### config.mk
export PLATFORM = sky130hd
export DESIGN_NAME = quad_dac_i2c_frame_builder
export DESIGN_NICKNAME = d
export VERILOG_FILES = /design/src/hdl/qdac_pkg.sv /design/src/hdl/quad_dac_i2c_frame_builder.sv /design/src/hdl/qdac_ctrl.sv /design/src/hdl/qdac_datapath.sv
export SDC_FILE = /design/constraint.sdc
export NUM_CORES = 1
export LEC_CHECK = 0
export ABC_AREA = 0
export BUFFER_PORTS_ARGS = -buffer_cell sky130_fd_sc_hd__clkbuf_2
export CORE_MARGIN = 2
export CORE_UTILIZATION = 55
export DETAILED_ROUTE_END_ITERATION = 6
export PLACE_DENSITY = 0.81
export SLEW_MARGIN = 0
export SYNTH_ARGS = -nofsm -noshare
export SYNTH_HDL_FRONTEND = slang
export SYNTH_SLANG_ARGS = --single-unit
### constraint.sdc
create_clock -name clk_i -period 4.8 [get_ports clk_i]
set_input_delay 0.96 -clock clk_i [delete_from_list [all_inputs] [get_ports clk_i]]
set_output_delay 0.96 -clock clk_i [all_outputs]
set_load 0.005 [all_outputs]
### src/hdl/qdac_pkg.sv
// Shared types and constants of the quad DAC I2C frame builder.
package qdac_pkg;

  localparam int unsigned CHANNELS_DEF = 4;

  localparam logic [11:0] CODE_MAX        = 12'hFFF;
  localparam logic [12:0] MA_LOW_Q8       = 13'd1024;
  localparam logic [12:0] MA_HIGH_Q8      = 13'd5120;
  localparam logic [24:0] ROUND_HALF      = 25'd2048;
  localparam logic [7:0]  MULTI_WRITE_CMD = 8'h40;
  localparam logic [6:0]  BUS_ADDR_RST    = 7'd96;
  localparam logic [2:0]  MULTI_LAST      = 3'd2;

  typedef enum logic [1:0] {
    MODE_RAW      = 2'd0,
    MODE_CONFIG   = 2'd1,
    MODE_MILLIAMP = 2'd2,
    MODE_READ     = 2'd3
  } mode_e;

  typedef enum logic [1:0] {
    KIND_FAST  = 2'd0,
    KIND_MULTI = 2'd1,
    KIND_READ  = 2'd2,
    KIND_ERR   = 2'd3
  } kind_e;

  typedef enum logic [1:0] {
    ST_IDLE = 2'd0,
    ST_PREP = 2'd1,
    ST_EMIT = 2'd2
  } state_e;

  typedef struct packed {
    logic [1:0]  pd;
    logic [11:0] code;
  } chan_t;

  typedef struct packed {
    logic load;
    logic prep;
    logic emit;
  } ctrl_cmd_t;

  typedef struct packed {
    logic out_free;
    logic frame_last;
  } ctrl_sts_t;

endpackage

### src/hdl/quad_dac_i2c_frame_builder.sv
// Top level of the quad DAC I2C frame builder.
//
// Requests enter on a valid/ready channel: mode, channel, code, reference,
// gain, power-down and loop current. Each request yields one or more result
// bytes on a valid/ready output channel, each tagged with the bus address
// register and marked last on the final one. A set-raw or set-milliamp
// request yields the fast-write frame of two bytes per channel, a valid
// set-config request the three-byte multi-write frame, and a read, a bad
// channel or an oversized config code a single result with no byte.
// The bus address register is written through cfg_we_i and cfg_wdata_i.
// A request accepted in the idle state passes through the preparation state,
// where the cache is updated, and then the emit state, where the byte counter
// sends one result per cycle while the receiver does not stall. The next
// request is taken as soon as the last result sits in the output register.
// When the receiver stalls, the output register holds its result and the
// byte counter waits. Reset clears the cache to code zero, normal power,
// sets the bus address to 96 and leaves the block idle and ready.
module quad_dac_i2c_frame_builder #(
  parameter int unsigned CHANNELS = qdac_pkg::CHANNELS_DEF
) (
  input  logic        clk_i,
  input  logic        rst_ni,
  input  logic        cfg_we_i,
  input  logic [6:0]  cfg_wdata_i,
  input  logic        in_valid_i,
  output logic        in_ready_o,
  input  logic [1:0]  mode_i,
  input  logic [1:0]  channel_i,
  input  logic [15:0] code_value_i,
  input  logic        vref_select_i,
  input  logic        gain_select_i,
  input  logic [1:0]  power_down_i,
  input  logic [12:0] milliamp_i,
  output logic        out_valid_o,
  input  logic        out_ready_i,
  output logic [7:0]  frame_byte_o,
  output logic        has_byte_o,
  output logic [6:0]  target_address_o,
  output logic        last_o,
  output logic        status_o,
  output logic [11:0] cached_value_o
);

  qdac_pkg::ctrl_cmd_t cmd;
  qdac_pkg::ctrl_sts_t sts;

  qdac_ctrl u_ctrl (
    .clk_i      (clk_i),
    .rst_ni     (rst_ni),
    .in_valid_i (in_valid_i),
    .in_ready_o (in_ready_o),
    .sts_i      (sts),
    .cmd_o      (cmd)
  );

  qdac_datapath #(
    .CHANNELS (CHANNELS)
  ) u_datapath (
    .clk_i            (clk_i),
    .rst_ni           (rst_ni),
    .cmd_i            (cmd),
    .sts_o            (sts),
    .cfg_we_i         (cfg_we_i),
    .cfg_wdata_i      (cfg_wdata_i),
    .mode_i           (mode_i),
    .channel_i        (channel_i),
    .code_value_i     (code_value_i),
    .vref_select_i    (vref_select_i),
    .gain_select_i    (gain_select_i),
    .power_down_i     (power_down_i),
    .milliamp_i       (milliamp_i),
    .out_valid_o      (out_valid_o),
    .out_ready_i      (out_ready_i),
    .frame_byte_o     (frame_byte_o),
    .has_byte_o       (has_byte_o),
    .target_address_o (target_address_o),
    .last_o           (last_o),
    .status_o         (status_o),
    .cached_value_o   (cached_value_o)
  );

  // An accepted request keeps the input side closed in the next cycle.
  a_busy_after_accept : assert property (@(posedge clk_i) disable iff (!rst_ni)
    in_valid_i && in_ready_o |=> !in_ready_o)
    else $error("input still ready right after a request was accepted");

  // Error results carry no byte and end the request.
  a_error_single : assert property (@(posedge clk_i) disable iff (!rst_ni)
    out_valid_o && status_o |-> !has_byte_o && last_o)
    else $error("error result carries a byte or is not last");

  // Byte results report ok status and no cached code.
  a_byte_clean : assert property (@(posedge clk_i) disable iff (!rst_ni)
    out_valid_o && has_byte_o |-> !status_o && cached_value_o == 12'd0)
    else $error("byte result with status or cached code set");

  // A result without a byte is always the only result of its request.
  a_nobyte_last : assert property (@(posedge clk_i) disable iff (!rst_ni)
    out_valid_o && !has_byte_o |-> last_o)
    else $error("result without byte is not last");

endmodule

### src/hdl/qdac_ctrl.sv
// Controller state machine of the quad DAC I2C frame builder.
module qdac_ctrl (
  input  logic                clk_i,
  input  logic                rst_ni,
  input  logic                in_valid_i,
  output logic                in_ready_o,
  input  qdac_pkg::ctrl_sts_t sts_i,
  output qdac_pkg::ctrl_cmd_t cmd_o
);

  qdac_pkg::state_e state_q, state_d;

  always_ff @(posedge clk_i or negedge rst_ni) begin
    if (!rst_ni) begin
      state_q <= qdac_pkg::ST_IDLE;
    end else begin
      state_q <= state_d;
    end
  end

  always_comb begin
    state_d = state_q;
    unique case (state_q)
      qdac_pkg::ST_IDLE: begin
        if (in_valid_i) begin
          state_d = qdac_pkg::ST_PREP;
        end
      end
      qdac_pkg::ST_PREP: begin
        state_d = qdac_pkg::ST_EMIT;
      end
      qdac_pkg::ST_EMIT: begin
        if (sts_i.out_free && sts_i.frame_last) begin
          state_d = qdac_pkg::ST_IDLE;
        end
      end
      default: begin
        state_d = qdac_pkg::ST_IDLE;
      end
    endcase
  end

  always_comb begin
    in_ready_o = 1'b0;
    cmd_o      = '0;
    unique case (state_q)
      qdac_pkg::ST_IDLE: begin
        in_ready_o = 1'b1;
        cmd_o.load = in_valid_i;
      end
      qdac_pkg::ST_PREP: begin
        cmd_o.prep = 1'b1;
      end
      qdac_pkg::ST_EMIT: begin
        cmd_o.emit = sts_i.out_free;
      end
      default: begin
        in_ready_o = 1'b0;
      end
    endcase
  end

endmodule

### src/hdl/qdac_datapath.sv
// Datapath of the quad DAC I2C frame builder: request registers, channel cache, byte output.
module qdac_datapath #(
  parameter int unsigned CHANNELS = qdac_pkg::CHANNELS_DEF
) (
  input  logic                clk_i,
  input  logic                rst_ni,
  input  qdac_pkg::ctrl_cmd_t cmd_i,
  output qdac_pkg::ctrl_sts_t sts_o,
  input  logic                cfg_we_i,
  input  logic [6:0]          cfg_wdata_i,
  input  logic [1:0]          mode_i,
  input  logic [1:0]          channel_i,
  input  logic [15:0]         code_value_i,
  input  logic                vref_select_i,
  input  logic                gain_select_i,
  input  logic [1:0]          power_down_i,
  input  logic [12:0]         milliamp_i,
  output logic                out_valid_o,
  input  logic                out_ready_i,
  output logic [7:0]          frame_byte_o,
  output logic                has_byte_o,
  output logic [6:0]          target_address_o,
  output logic                last_o,
  output logic                status_o,
  output logic [11:0]         cached_value_o
);

  localparam int unsigned IDX_W     = (CHANNELS > 1) ? $clog2(CHANNELS) : 1;
  localparam logic [2:0]  FAST_LAST = 3'(2 * CHANNELS - 1);
  localparam logic [2:0]  CH_LIMIT  = 3'(CHANNELS);

  // Request registers, loaded when a request is accepted.
  logic [1:0]  mode_q;
  logic [1:0]  ch_q;
  logic [15:0] code_q;
  logic        vref_q;
  logic        gain_q;
  logic [1:0]  pd_q;
  logic [12:0] ma_q;

  always_ff @(posedge clk_i) begin
    if (cmd_i.load) begin
      mode_q <= mode_i;
      ch_q   <= channel_i;
      code_q <= code_value_i;
      vref_q <= vref_select_i;
      gain_q <= gain_select_i;
      pd_q   <= power_down_i;
      ma_q   <= milliamp_i;
    end
  end

  logic [6:0] bus_addr_q;

  always_ff @(posedge clk_i or negedge rst_ni) begin
    if (!rst_ni) begin
      bus_addr_q <= qdac_pkg::BUS_ADDR_RST;
    end else if (cfg_we_i) begin
      bus_addr_q <= cfg_wdata_i;
    end
  end

  // Code computation for set-raw and set-milliamp.
  logic [11:0] raw_code;
  logic [12:0] ma_clamped;
  logic [12:0] ma_span;
  logic [24:0] ma_scaled;
  logic [12:0] ma_quot;
  logic [11:0] ma_code;
  logic [11:0] new_code;
  logic        code_big;

  always_comb begin
    code_big = (code_q > {4'd0, qdac_pkg::CODE_MAX});
    raw_code = code_big ? qdac_pkg::CODE_MAX : code_q[11:0];
    if (ma_q < qdac_pkg::MA_LOW_Q8) begin
      ma_clamped = qdac_pkg::MA_LOW_Q8;
    end else if (ma_q > qdac_pkg::MA_HIGH_Q8) begin
      ma_clamped = qdac_pkg::MA_HIGH_Q8;
    end else begin
      ma_clamped = ma_q;
    end
    ma_span = ma_clamped - qdac_pkg::MA_LOW_Q8;
    // Multiply by 4095 as a shift by twelve less the value itself.
    ma_scaled = {ma_span, 12'd0} - {12'd0, ma_span} + qdac_pkg::ROUND_HALF;
    ma_quot   = ma_scaled[24:12];
    ma_code   = (ma_quot > {1'b0, qdac_pkg::CODE_MAX}) ? qdac_pkg::CODE_MAX
                                                         : ma_quot[11:0];
    new_code  = (mode_q == qdac_pkg::MODE_MILLIAMP) ? ma_code : raw_code;
  end

  qdac_pkg::kind_e kind_q, kind_d;

  always_comb begin
    if ({1'b0, ch_q} >= CH_LIMIT) begin
      kind_d = qdac_pkg::KIND_ERR;
    end else begin
      case (mode_q)
        qdac_pkg::MODE_READ:   kind_d = qdac_pkg::KIND_READ;
        qdac_pkg::MODE_CONFIG: kind_d = code_big ? qdac_pkg::KIND_ERR : qdac_pkg::KIND_MULTI;
        default:               kind_d = qdac_pkg::KIND_FAST;
      endcase
    end
  end

  always_ff @(posedge clk_i) begin
    if (cmd_i.prep) begin
      kind_q <= kind_d;
    end
  end

  // Channel cache, updated during the preparation cycle.
  qdac_pkg::chan_t cache_q [CHANNELS];
  logic [IDX_W-1:0] wr_idx;

  assign wr_idx = ch_q[IDX_W-1:0];

  always_ff @(posedge clk_i or negedge rst_ni) begin
    if (!rst_ni) begin
      for (int i = 0; i < CHANNELS; i++) begin
        cache_q[i] <= '0;
      end
    end else if (cmd_i.prep) begin
      if (kind_d == qdac_pkg::KIND_FAST) begin
        cache_q[wr_idx].code <= new_code;
      end else if (kind_d == qdac_pkg::KIND_MULTI) begin
        cache_q[wr_idx].code <= code_q[11:0];
        cache_q[wr_idx].pd   <= pd_q;
      end
    end
  end

  // Byte counter walks through the frame.
  logic [2:0] cnt_q;

  always_ff @(posedge clk_i or negedge rst_ni) begin
    if (!rst_ni) begin
      cnt_q <= '0;
    end else if (cmd_i.load) begin
      cnt_q <= '0;
    end else if (cmd_i.emit) begin
      cnt_q <= sts_o.frame_last ? 3'd0 : cnt_q + 3'd1;
    end
  end

  logic [IDX_W-1:0] rd_idx;
  qdac_pkg::chan_t  rd_chan;

  assign rd_idx  = (kind_q == qdac_pkg::KIND_READ) ? ch_q[IDX_W-1:0] : cnt_q[IDX_W:1];
  assign rd_chan = cache_q[rd_idx];

  logic [7:0]  byte_d;
  logic        has_d;
  logic        last_d;
  logic        status_d;
  logic [11:0] cached_d;

  always_comb begin
    byte_d   = '0;
    has_d    = 1'b0;
    last_d   = 1'b1;
    status_d = 1'b0;
    cached_d = '0;
    case (kind_q)
      qdac_pkg::KIND_FAST: begin
        has_d  = 1'b1;
        last_d = (cnt_q == FAST_LAST);
        byte_d = cnt_q[0] ? rd_chan.code[7:0] : {2'b00, rd_chan.pd, rd_chan.code[11:8]};
      end
      qdac_pkg::KIND_MULTI: begin
        has_d  = 1'b1;
        last_d = (cnt_q == qdac_pkg::MULTI_LAST);
        case (cnt_q[1:0])
          2'd0:    byte_d = qdac_pkg::MULTI_WRITE_CMD | {5'd0, ch_q, 1'b0};
          2'd1:    byte_d = {vref_q, pd_q, gain_q, code_q[11:8]};
          default: byte_d = code_q[7:0];
        endcase
      end
      qdac_pkg::KIND_READ: begin
        cached_d = rd_chan.code;
      end
      default: begin
        status_d = 1'b1;
      end
    endcase
  end

  // Output register.
  logic out_valid_q;

  always_ff @(posedge clk_i or negedge rst_ni) begin
    if (!rst_ni) begin
      out_valid_q <= 1'b0;
    end else if (cmd_i.emit) begin
      out_valid_q <= 1'b1;
    end else if (out_ready_i) begin
      out_valid_q <= 1'b0;
    end
  end

  always_ff @(posedge clk_i) begin
    if (cmd_i.emit) begin
      frame_byte_o     <= byte_d;
      has_byte_o       <= has_d;
      target_address_o <= bus_addr_q;
      last_o           <= last_d;
      status_o         <= status_d;
      cached_value_o   <= cached_d;
    end
  end

  assign out_valid_o       = out_valid_q;
  assign sts_o.out_free    = !out_valid_q || out_ready_i;
  assign sts_o.frame_last  = last_d;

endmodule
# == Word-level counts from Yosys, hierarchy flattened ==
# Index checks and enable logic that the tools add are counted.
# totals
output_inout_bits,32
regBits,138
input_bits,49
# op_classes
mux,38
n_eq_ne,13
magnitude_cmp,7
reduce_logical,15
n_addsub,4
n_bitwise,2
# op_table
cell,count
$bwmux W56,3
$mux W56,2
$demux W14 S2,2
$mux W12,4
$mux W14,3
$pmux W8 S2,2
$bmux W14 S2,1
$mux W13,2
$add A25 B12 Y25 const B,1
$sub A25 B13 Y25,1
$gt A16 B12 Y1 const B,1
$gt A13 B12 Y1 const B,1
$gt A13 B13 Y1 const B,1
$lt A13 B11 Y1 const B,1
$sub A13 B11 Y13 const B,1
$eq A2 B1 Y1 const B,5
$mux W3,3
$eq A2 B2 Y1 const B,4
$logic_not A2 Y1,4
$mux W1,8
$mux W2,4
$mux W8,1
$ge A3 B3 Y1 const B,2
$not A2 Y3,2
other kinds (16),20

# == Longest topological paths before layout ==
# Gate-level depths: netlist of run 1.
# logic_depth
depth_word,11
depth_mapped,14
ltp_nobuf,13

# == By module ==
# Synthesis of run 1 repeated with hierarchy kept, for this count alone.
# hier_totals
hier_cells,494
hier_area_um2,6418.7
# by_module_without_submodules
mod,cells_per_inst,instances,seq_area_each_um2,area_per_inst_um2
qdac_datapath,484,1,3751.1,6322.3
qdac_ctrl,10,1,50.0,96.3

# == Least setup slack after synthesis of run 1 ==
# Ideal clock, no wire load.
# synth_path
path_kind,reg-to-reg
start,register u_datapath.ma_q[12]
end,register u_datapath.cache_q[22] (netlist name)
arrival_ns,3.315
synth_period_minus_slack_ns,3.453
path_stages_with_launch,12
slack_ns,1.347
cell_sequence,edfxtp_1 -> nand2b_1 -> a21oi_1 -> ha_1 -> xor2_1 -> inv_1 -> ha_1 -> a21oi_1 -> and3_4 -> or3b_1 -> a311oi_2 -> o31ai_1
# synth_via
elab_chain_len,11
# synth_lines
item,line_no,source
start: declaration,qdac_datapath.sv:39,logic [12:0] ma_q;
start signal: assignment,qdac_datapath.sv:49,ma_q <= milliamp_i;
$gt A13 B13 Y1,qdac_datapath.sv:78,end else if (ma_q > qdac_pkg::MA_HIGH_Q8) begin
$mux W13,qdac_datapath.sv:78,
$mux W13 (*),qdac_datapath.sv:76,if (ma_q < qdac_pkg::MA_LOW_Q8) begin
$sub A13 B11 Y13 (*),qdac_datapath.sv:83,ma_span = ma_clamped - qdac_pkg::MA_LOW_Q8;
$sub A25 B13 Y25 (*),qdac_datapath.sv:85,"ma_scaled = {ma_span, 12'd0} - {12'd0, ma_span} + qdac_pkg::ROUND_HALF;"
$add A25 B12 Y25 (*),qdac_datapath.sv:85,
$gt A13 B12 Y1,qdac_datapath.sv:87,"ma_code = (ma_quot > {1'b0, qdac_pkg::CODE_MAX}) ? qdac_pkg::CODE_MAX"
$mux W12 (*),qdac_datapath.sv:87,
$mux W12 (*),qdac_datapath.sv:89,new_code = (mode_q == qdac_pkg::MODE_MILLIAMP) ? ma_code : raw_code;
$bwmux W56 (*),qdac_datapath.sv:125,cache_q[wr_idx].code <= new_code;
$mux W56 (*),qdac_datapath.sv:124,if (kind_d == qdac_pkg::KIND_FAST) begin
end: declaration,qdac_datapath.sv:113,qdac_pkg::chan_t cache_q [CHANNELS];
# Mark *: on every way between the ends. The rest lies on a longest branch, timed or not.
# A chain may end at the register's enable or synchronous reset.

# == Final worst setup path of run 1 ==
# layout_path
start,register u_datapath.ma_q[12]
end,register u_datapath.cache_q[35] (netlist name)
# The elaborated chain is that of the path after synthesis.

==> impl_results.md, run 1 <==
* Final TNS setup at 0 ps
* Hold Crit Class: flop to flop
* Number of standard-cell rows in the floorplan at 39
* Maximum level of the CTS H-tree at 4
* Met3 Routed Length at 1470 µm
* Category of the critical setup timing path: flop to flop
* Gate Count Post-Synth at 531
* HPWL reported at the end of detailed placement at ~11000 µm
* Number of placed cells counting well taps at around 740
* Area of all placed cells without fillers at around 0.0077 mm²
* Power Density at 611 mW/mm²
* Highest ir drop seen on vdd at about 0.35 mV
* Routed length on met1 at between 6000 and 7000 µm
* Final Hold Violating Endpoints at 0
* Tmin final at between 3000 and 4000 ps
* Later-pin clock latency in the skew report at roughly 420 ps
* Sum of met2 wire segment lengths after detailed routing at ~7300 µm
* CTS tree: yes
* Via density per instance at approximately 6.3
* CTS Hold Bufs at 0
* Cell type with the highest aggregate area in the netlist: edfxtp_1
* Transition at the pin with the smallest max-transition slack at about 940 ps
* Mapped Avg Cell Area at around 12 µm²
* Kind of end point of the critical path: flop
* Netlist area before placement at between 0.006 and 0.007 mm²
* Leakage power figure at approximately 0.0031 µW
* Tightest slew margin relative to the limit at approximately 37%
* Global-route wire length before repair at ~25000 µm
* Highest layer used for signal routing: met4
* Finished Layout Cells at 767
* Overall global routing resource usage at between 20% and 30%
* Number of antenna violations at the first check in global routing at 0
* Total congestion overflow after global routing at 0
* Iteration-0 DRC Markers at 514
* Top cell type's share of synthesized area at a little under a third
* Area of the core at around 0.011 mm²
* Antenna Diode Count at 0
* IO Port Bufs at 80
* Post-detailed-route count of antenna-violating nets at 0
* Clock tree sinks at 138
* Largest cells by area after synthesis: edfxtp_1, dfrtp_1, mux4_2
* Vias in the first global route at 4726
* Clock root buffer master: clkbuf_16
* Detailed-routing iteration count for the pre-antenna-repair pass at 5
* Async set-or-reset flop fraction in the synthesized netlist at about 50%
* CP Launch Type: flop
* Starting utilization of the core area at between 50% and 60%
* Die span in y at 113 µm
* Post-route fraction of the period consumed by the critical path at about four fifths
* Sequential element share of the synthesized area at approximately three fifths
* Run status: completed
* Clock buffer count from CTS at 17
* Maximum number of pins on one net before global-route repair at 40
* Area after DPL at between 0.007 and 0.008 mm²
* Layout cells sized above 1 at a little over a quarter
* Number of different library cells in the post-synthesis netlist at 61
* Number of enable-type register cells in the synthesized netlist at 69
* Max Clock Freq at ~260 MHz
* Via count at 4798
* Post-CTS Setup Bufs at 0
* Number of endpoints failing setup at the final stage at 0
* Placer congestion estimate at about 0.9
* Fill cell instance count of the final layout at ~840
* Fin nets at 667
* Final worst clock skew at roughly 7.3 ps
* Top fanout value on the critical path at 6
* Sequential Area at 0.00380 mm²
* Total area of multi-input combinational cells at 0.00257 mm²
* Main synth FF type: edfxtp_1
* Post-Syn Nets at between 500 and 600
* Register bit total from synthesis at 138
* CTS clk-pin slew, worst paths at ~60 ps
* Horiz. Die Dim at around 110 µm
* Setup repair after global routing missed its margin: false
* Yosys warns at 0
* Number of max-capacitance violations reported at 0
* Clock Path Buffers at 2
* Number of top-level design ports at 81
* DRT Wirelength at 15300 µm
* Required time of the critical path at between 5000 and 6000 ps
* Worst endpoint data arrival time at around 4200 ps
* Routed wirelength normalized by instance count at approximately 20 µm
* Die outline area at roughly 0.013 mm²
* Post-route worst hold slack at approximately 440 ps
* Post-route DRC violation count at 0
* Number of max-slew violations in the final report at 0
* Synth-to-Final Area Change at 17.6%
* Number of gates resized after cts at 0
-- per-stage QoR --
| step | worst slack [ps] | util (%) | total power [µW] |
|---|---|---|---|
| after CTS | 959 | 66.8 | 4680 |
| final | 911 | 66.8 | 4680 |
| after floorplan | 1350 | - | 2850 |
| after detailed placement | 973 | 61.4 | 3310 |
| after global routing | 650 | 66.8 | 4920 |
| after global placement | 1190 | 61.4 | 3240 |
-- kinds of logic (layout without fill, tap and decap cells) --
| logic type | Yosys count | count (layout) | synth area share, % |
|---|---|---|---|
| AOI/OAI and AO/OA | 123 | 123 | 13.9 |
| xor gates and xnor gates | 9 | 9 | 1.21 |
| adders and majority gates | 7 | 7 | 1.34 |
| buffers and inverters | 37 | 130 | 2.38 |
| DFF | 138 | 138 | 58.4 |
| muxes | 37 | 37 | 8.74 |
| and+or+nand+nor | 180 | 180 | 14.0 |
-- cells in the mapped netlist (all sizes together), types with 6 or more instances --
master  number
o22ai        9
clkbuf      21
a211oi      10
nand2       72
or3          6
edfxtp      69
nor3b        6
mux2        19
mux4        14
xnor2        6
and2        25
a311oi       7
dfrtp       67
nand2b      10
nor2        29
a21oi       21
inv         11
o221ai      30
o21ai       16
or4          7
ha           7
-- per-layer routing --
metal / GRT usage, % / vias to the layer above
li1: - / 2194
met2: 39.0 / 264
met4: 11.0 / 0
met3: 7.55 / 32
met5: 0 / -
met1: 34.6 / 2308
-- final cells by class --
class	count	share of cell area [%]
Sequential cell	138	49.6
Inverter	11	0.539
Multi-Input combinational cell	356	33.5
Clock buffer	20	5.98
Timing Repair Buffer	87	5.91
Clock inverter	12	2.09
Tap cell	143	2.34
-- flip-flops by register name, indices dropped and copies added (netlist names), 3 cells and up --
name and flops:
u_datapath.ma_q 13, u_datapath.cnt_q 3, u_datapath.cache_q 56, u_datapath.cached_value_o 12, u_datapath.frame_byte_o 8, u_datapath.target_address_o 7, u_datapath.bus_addr_q 7, u_datapath.code_q 16
-- power breakdown --
part	internal, µW	switching [µW]	total [µW]	leakage [µW]
Sequential	1690	265	1960	0.00149
Clock	853	504	1360	0.000294
Combinational	624	737	1360	0.00130
-- critical path, stage by stage, from the launching register on --
cell and delay, ps:
edfxtp_1 430, nand2b_1 230, a21oi_1 310, ha_1 230, xor2_1 340, inv_1 150
ha_1 400, nand2_1 150, a21oi_1 80, nor3_1 190, nand2_1 120, xnor2_1 160
o32ai_1 690, o221ai_1 240
-- final timing paths --
| path | start | end | slack, ps | cells past startpoint |
|---|---|---|---|---|
| setup reg to reg | u_datapath.ma_q[12]$_DFFE_PP_ | u_datapath.cache_q[35]$_DFFE_PN0P_ | 910 | 13 |
| min in group asynchronous | rst_ni | u_datapath.cnt_q[0]$_DFFE_PN0P_ | 650 | 1 |
| hold / removal | u_datapath.bus_addr_q[4]$_DFFE_PN0P_ | u_datapath.target_address_o[4]$_DFFE_PP_ | 440 | 0 |
| max in group asynchronous | rst_ni | u_datapath.cache_q[11]$_DFFE_PN0P_ | 3150 | 2 |
| hold reg to reg | u_datapath.bus_addr_q[4]$_DFFE_PN0P_ | u_datapath.target_address_o[4]$_DFFE_PP_ | 440 | 0 |
| setup / recovery | u_datapath.ma_q[12]$_DFFE_PP_ | u_datapath.cache_q[35]$_DFFE_PN0P_ | 910 | 13 |
-- cell usage in the layout, fill, tap and decap left out, types with 4 or more instances in the layout --
| cell type | n |
|---|---|
| clkbuf_2 | 80 |
| nand2_1 | 72 |
| edfxtp_1 | 69 |
| dfrtp_1 | 67 |
| o221ai_1 | 30 |
| nor2_1 | 27 |
| and2_1 | 24 |
| a21oi_1 | 21 |
| mux2_2 | 19 |
| clkbuf_16 | 18 |
| o21ai_0 | 15 |
| mux4_2 | 14 |
| inv_1 | 11 |
| nand2b_1 | 10 |
| a211oi_1 | 10 |
| o22ai_1 | 9 |
| ha_1 | 7 |
| buf_4 | 7 |
| nor3b_1 | 6 |
| or3_1 | 6 |
| a311oi_1 | 6 |
| xnor2_1 | 6 |
| nor2b_1 | 5 |
| or4_1 | 5 |
| a31oi_1 | 4 |
| o22a_1 | 4 |
No activity file was read; power rests on OpenSTA's default activity.
==> run 2, diff against run 1 <==
- CORE_UTILIZATION: 55 -> 52
- clock period: 4.8 -> 3.35 ns (I/O delays scaled with it)
==> run 2 against run 1 <==
Against the previous run: sequential cell count is the same; clock skew increased by 0.96 ps; combinational power increased by 52%.
==> impl_results.md, run 2 (same netlist as run 1, synthesis figures left out) <==
* Final worst clock skew at 8.31 ps (was 7.35 ps)
* IO Port Bufs at 80 (unchanged)
* Area of the core at 0.0121 mm² (was 0.0115 mm²)
* Hold Crit Class: input pin to async pin (was flop to flop)
* Tmin final at 3200 ps (was 3890 ps)
* Number of antenna violations at the first check in global routing at 0 (unchanged)
* Leakage power figure at 0.00318 µW (was 0.00309 µW)
* Global-route wire length before repair at 24300 µm (was 25000 µm)
* Category of the critical setup timing path: flop to flop (unchanged)
* Highest ir drop seen on vdd at 0.433 mV (was 0.352 mV)
* Detailed-routing iteration count for the pre-antenna-repair pass at 5 (unchanged)
* Power Internal at 4510 µW (was 3170 µW)
* Post-route worst hold slack at 84.3 ps (was 440 ps)
* Clock network power share at 27.5% (was 29.0%)
* Die span in y at 116 µm (was 113 µm)
* Via density per instance at 6.01 (was 6.26)
* Most used cells in the layout excluding fill and tap cells: clkbuf_2, nand2_1, edfxtp_1 (unchanged)
* Number of max-slew violations in the final report at 0 (unchanged)
* Overall global routing resource usage at 24.4% (was 25.6%)
* CTS clk-pin slew, worst paths at 60 ps (about the same)
* Worst endpoint data arrival time at 3480 ps (was 4150 ps)
* Fin nets at 684 (was 667)
* Final Total Pwr at 6710 µW (was 4680 µW)
* Post-route fraction of the period consumed by the critical path at 95.5% (was 81.0%)
* Die outline area at 0.0134 mm² (was 0.0127 mm²)
* Top fanout value on the critical path at 5 (was 6)
* Switching pwr at 2190 µW (was 1510 µW)
* Power share of the sequential group at 41.6% (was 41.9%)
* Starting utilization of the core area at 53.8% (was 56.8%)
* Number of endpoints failing setup at the final stage at 0 (unchanged)
* Via count at 4866 (was 4798)
* Final TNS setup at 0 ps (unchanged)
* Clock buffer count from CTS at 17 (unchanged)
* Part of the power in combinational logic at 30.9% (was 29.1%)
* Clock root buffer master: clkbuf_16 (unchanged)
* Final Hold Violating Endpoints at 0 (unchanged)
* CP Launch Type: flop (unchanged)
* Synth-to-Final Area Change at 21.0% (was 17.6%)
* Number of max-capacitance violations reported at 0 (unchanged)
* Proportion of total power due to net switching at 32.7% (was 32.2%)
* Later-pin clock latency in the skew report at 430 ps (was 420 ps)
* Max Clock Freq at 312 MHz (was 257 MHz)
* DRT Wirelength at 15500 µm (was 15300 µm)
* Antenna Diode Count at 0 (unchanged)
* Post-detailed-route count of antenna-violating nets at 0 (unchanged)
* Number of top-level design ports at 81 (unchanged)
* Clock tree sinks at 138 (unchanged)
* Top Registers: u_datapath.cache_q x56, u_datapath.code_q x16, u_datapath.ma_q x13 (unchanged)
* Iteration-0 DRC Markers at 439 (was 514)
* Layout cells sized above 1 at 31.2% (was 26.9%)
* Tightest slew margin relative to the limit at 38.9% (was 37.0%)
* Maximum level of the CTS H-tree at 4 (unchanged)
* Required time of the critical path at 3630 ps (was 5060 ps)
* Total congestion overflow after global routing at 0 (unchanged)
* Routed wirelength normalized by instance count at 19.2 µm (was 20.0 µm)
* Maximum number of pins on one net before global-route repair at 61 (was 40)
* Most common library cell in the layout ignoring fill and taps: clkbuf_2 (unchanged)
* Transition at the pin with the smallest max-transition slack at 917 ps (was 944 ps)
* Util after Layout at 65.0% (was 66.8%)
* Flip-flop count of the largest register, all copies and words added at 56 (unchanged)
* HPWL reported at the end of detailed placement at 11000 µm (was 10600 µm)
* Horiz. Die Dim at 116 µm (was 113 µm)
* Run status: completed (unchanged)
* Vias in the first global route at 4789 (was 4726)
* Number of standard-cell rows in the floorplan at 40 (was 39)
* Placer congestion estimate at 0.918 (was 0.903)
* Post-route DRC violation count at 0 (unchanged)
* CTS tree: yes (unchanged)
* Register with the most flip-flops: u_datapath.cache_q (unchanged)
* Kind of end point of the critical path: flop (unchanged)
* Clock Path Buffers at 2 (unchanged)
* Power Density at 852 mW/mm² (was 611 mW/mm²)
* CTS Hold Bufs at 0 (unchanged)
-- run 2: stage by stage --
| step | setup slack (ps) | cells | instance area (µm²) |
|---|---|---|---|
| 2_1_floorplan | 13.7 | 531 | 6520 |
| 3_3_place_gp | 200 | 776 | 7190 |
| 3_5_place_dp | 98.5 | 776 | 7190 |
| 4_1_cts | 84.6 | 808 | 7780 |
| 5_1_grt | -5.99 | 809 | 7880 |
| 6_report | 150 | 809 | 7880 |
-- run 2: repair_timing --
item                                    4_1_cts  5_1_grt
buffers inserted                              0        1
resized for setup                             0       14
endpoints found under the setup margin        0       43
-- run 2: routing by layer --
layer	share of wire (%)	GRT usage, %	vias to the layer above
met5	0	0	-
li1	-	-	2224
met4	2.2	10.8	0
met1	39	30.7	2339
met3	9.2	8.42	38
met2	49	38.6	265
-- run 2: worst paths after layout --
path | slack, ps | end | from | cells past startpoint
worst max-delay path | 150 | u_datapath.cache_q[47]$_DFFE_PN0P_ | u_datapath.ma_q[12]$_DFFE_PP_ | 13
worst min-delay path | 80 | u_datapath.bus_addr_q[4]$_DFFE_PN0P_ | rst_ni | 1
worst min register to register | 440 | u_datapath.target_address_o[1]$_DFFE_PP_ | u_datapath.bus_addr_q[1]$_DFFE_PN0P_ | 0
worst max register to register | 150 | u_datapath.cache_q[47]$_DFFE_PN0P_ | u_datapath.ma_q[12]$_DFFE_PP_ | 13
max in group asynchronous | 2230 | u_datapath.cache_q[2]$_DFFE_PN0P_ | rst_ni | 2
min in group clk_i | 410 | u_datapath.vref_q$_DFFE_PP_ | vref_select_i | 1
-- run 2: area by class of cell --
cell class              count  area, µm²
clock buffers              18        439
clock inverters            14        144
fillers                   933       4230
inverters                  11       41.3
multi-input cells         356       2660
flip-flops and latches    138       3800
well taps                 168        210
repair buffers            104        581
-- run 2: power groups by stage --
stage	combinational (µW)	clock [µW]	sequential (µW)
2_1_floorplan	1430	0	2670
3_3_place_gp	1940	0	2750
3_5_place_dp	2000	0	2800
4_1_cts	2010	1860	2770
5_1_grt	2260	1950	2840
6_report	2070	1850	2790
-- run 2: worst max-delay path, stage by stage, from the launching register on --
cell and delay, ps:
edfxtp_1 510, nand2b_4 200, a21oi_2 150, ha_2 210, xor2_2 150, inv_1 100, ha_4 290, nand2b_1 100
or4_1 530, nand2_1 110, xor2_1 160, a21oi_1 110, o22ai_1 280, o221ai_1 170
==> run 3, diff against run 2 <==
- REMOVE_ABC_BUFFERS: default -> 1
- SLEW_MARGIN: 0 -> default
==> run 3 against run 2 <==
Against the previous run: combinational power hardly changed; largest cell class unchanged; largest power group unchanged; sequential share of layout area is 0.23 points higher; via count about the same; maximum frequency grew 1.7%; critical path type unchanged; highest routed layer unchanged; die area stayed put.
==> impl_results.md, run 3 (same netlist as run 1, synthesis figures left out) <==
* Min-Delay Startpoint: power_down_i[0]
* Maximum number of pins on one net before global-route repair at 70 (was 61)
* Leakage power figure at 0.00316 µW (was 0.00318 µW)
* Number of antenna violations at the first check in global routing at 0 (unchanged)
* Total area of multi-input combinational cells at 0.00263 mm² (was 0.00266 mm²)
* Number of max-capacitance violations reported at 0 (unchanged)
* Most common library cell in the layout ignoring fill and taps: clkbuf_2 (unchanged)
* R2r worst-path depth at 12 (was 13)
* Flip-flop count of the largest register, all copies and words added at 56 (unchanged)
* Finished Layout Cells at 808 (was 809)
* CTS clk-pin slew, worst paths at 60 ps (about the same)
* Synth-to-Final Area Change at 20.4% (was 21.0%)
* Reg-to-reg startpoint: u_datapath.ma_q[12]$_DFFE_PP_ (unchanged)
* Vias in the first global route at 4776 (was 4789)
* Clock Path Buffers at 2 (unchanged)
* Global-route wire length before repair at 25000 µm (was 24300 µm)
* Number of standard-cell rows in the floorplan at 40 (unchanged)
* Worst setup slack after layout at 204 ps (was 150 ps)
* Sum of met2 wire segment lengths after detailed routing at 7530 µm (was 7670 µm)
* Power Density at 854 mW/mm² (was 852 mW/mm²)
* Number of max-slew violations in the final report at 0 (unchanged)
* Number of placed cells counting well taps at 774 (was 776)
* Setup repair after global routing missed its margin: false
* Max Clock Freq at 318 MHz (was 312 MHz)
* Detailed-routing iteration count for the pre-antenna-repair pass at 5 (unchanged)
* Sequential Area at 0.00380 mm² (unchanged)
* Number of endpoints failing setup at the final stage at 0 (unchanged)
* Kind of end point of the critical path: flop (unchanged)
* Post-detailed-route count of antenna-violating nets at 0 (unchanged)
* Later-pin clock latency in the skew report at 420 ps (was 430 ps)
* Clock buffer count from CTS at 17 (unchanged)
* Horiz. Die Dim at 116 µm (unchanged)
* Die outline area at 0.0134 mm² (unchanged)
* CP Launch Type: flop (unchanged)
* Top fanout value on the critical path at 11 (was 5)
* Via count at 4865 (was 4866)
* Number of top-level design ports at 81 (unchanged)
* Transition at the pin with the smallest max-transition slack at 882 ps (was 917 ps)
* Iteration-0 DRC Markers at 421 (was 439)
* Starting utilization of the core area at 53.8% (unchanged)
* Tightest slew margin relative to the limit at 41.2% (was 38.9%)
* Tmin final at 3150 ps (was 3200 ps)
* Run status: completed (unchanged)
* Reg-to-reg endpoint: u_datapath.cache_q[42]$_DFFE_PN0P_ (was u_datapath.cache_q[47]$_DFFE_PN0P_)
* Worst endpoint data arrival time at 3450 ps (was 3480 ps)
* HPWL reported at the end of detailed placement at 10900 µm (was 11000 µm)
* Category of the critical setup timing path: flop to flop (unchanged)
* Highest ir drop seen on vdd at 0.379 mV (was 0.433 mV)
* Total congestion overflow after global routing at 0 (unchanged)
* Top Registers: u_datapath.cache_q x56, u_datapath.code_q x16, u_datapath.ma_q x13 (unchanged)
* Clock tree sinks at 138 (unchanged)
* Setup Slack @ Placement at -2.84 ps (was 98.5 ps)
* Required time of the critical path at 3660 ps (was 3630 ps)
* Post-route fraction of the period consumed by the critical path at 93.9% (was 95.5%)
* Hold endpoint: u_datapath.pd_q[0]$_DFFE_PP_
* Maximum level of the CTS H-tree at 4 (unchanged)
* IO Port Bufs at 80 (unchanged)
* Clock root buffer master: clkbuf_16 (unchanged)
* Routed length on met1 at 6220 µm (was 6110 µm)
* Final Hold Violating Endpoints at 0 (unchanged)
* Most used cells in the layout excluding fill and tap cells: clkbuf_2, nand2_1, edfxtp_1 (unchanged)
* Antenna Diode Count at 0 (unchanged)
* Overall global routing resource usage at 24.8% (was 24.4%)
* Reg-to-reg setup timing slack at 200 ps (was 150 ps)
* Area of the core at 0.0121 mm² (unchanged)
* Hold Crit Class: input pin to flop (was input pin to async pin)
* Register with the most flip-flops: u_datapath.cache_q (unchanged)
* Via density per instance at 6.02 (was 6.01)
* Die span in y at 116 µm (unchanged)
* Hold Path Cell Cnt at 1
* Fin nets at 683 (was 684)
* CTS tree: yes (unchanged)
* CTS Hold Bufs at 0 (unchanged)
* Final worst clock skew at 7.27 ps (was 8.31 ps)
* Highest layer used for signal routing: met4 (unchanged)
* Met3 Routed Length at 1340 µm (was 1440 µm)
* Fill cell instance count of the final layout at 970 (was 933)
* DRT Wirelength at 15500 µm (about the same)
* Layout cells sized above 1 at 30.3% (was 31.2%)
* Placer congestion estimate at 0.902 (was 0.918)
* Routed wirelength normalized by instance count at 19.2 µm (about the same)
* Post-route DRC violation count at 0 (unchanged)
run 3: worst max-delay path by stage:
stage | from | endpoint | slack [ps] | cells after the start
3_3_place_gp | u_datapath.ma_q[12]$_DFFE_PP_ | u_datapath.cache_q[42]$_DFFE_PN0P_ | 130 | 13
6_report | u_datapath.ma_q[12]$_DFFE_PP_ | u_datapath.cache_q[42]$_DFFE_PN0P_ | 200 | 12
3_5_place_dp | u_datapath.ma_q[12]$_DFFE_PP_ | u_datapath.cache_q[37]$_DFFE_PN0P_ | -3 | 13
5_1_grt | u_datapath.ma_q[11]$_DFFE_PP_ | u_datapath.cache_q[42]$_DFFE_PN0P_ | 40 | 14
2_1_floorplan | u_datapath.kind_q[0]$_DFFE_PN_ | u_datapath.frame_byte_o[2]$_SDFFCE_PP0P_ | -420 | 6
4_1_cts | u_datapath.ma_q[12]$_DFFE_PP_ | u_datapath.cache_q[35]$_DFFE_PN0P_ | 70 | 13
run 3: cell type report:
class	count	area share, %
multi-input combinational	356	33.5
inverter	11	0.527
clock buffer	20	5.70
tap	168	2.68
timing repair buffer	103	7.31
sequential	138	48.5
clock inverter	12	1.77
run 3: stage by stage:
stage | area (µm²) | power, µW | utilization (%) | TNS [ps] | hold WS [ps]
4_1_cts | 7780 | 6670 | 64.2 | 0 | 407
5_1_grt | 7840 | 7060 | 64.7 | 0 | 402
3_5_place_dp | 7170 | 4780 | 59.2 | -2.84 | 428
6_report | 7840 | 6690 | 64.7 | 0 | 418
2_1_floorplan | 6400 | 4050 | - | -7650 | 374
3_3_place_gp | 7170 | 4670 | 59.2 | 0 | 424
run 3: critical path: stages (launching register included):
cell and delay [ps]:
edfxtp_1 380, buf_4 170, or3_1 400, and3_1 260
ha_4 320, nand2_1 110, o31ai_2 290, nor3_2 60
nand2_1 120, mux2i_1 80, buf_4 180, o31a_1 360
o32a_1 300
run 3: per-layer routing:
metal / vias up / GRT usage, %
met5: - / 0
met4: 0 / 10.6
met3: 36 / 7.64
met2: 261 / 39.7
met1: 2348 / 31.7
li1: 2220 / -
run 3: where the power goes:
part	switching (µW)	leakage [µW]	internal [µW]
Combinational	1120	0.00139	962
Sequential	337	0.00149	2420
Clock	729	0.000282	1120
Total	2180	0.00316	4510
run 3: what timing repair did:
| item | 4_1_cts | 5_1_grt |
|---|---|---|
| gates resized for setup | 2 | 9 |
| buffers inserted | 0 | 2 |
| setup endpoints to repair | 8 | 46 |
| pin swaps | 0 | 1 |
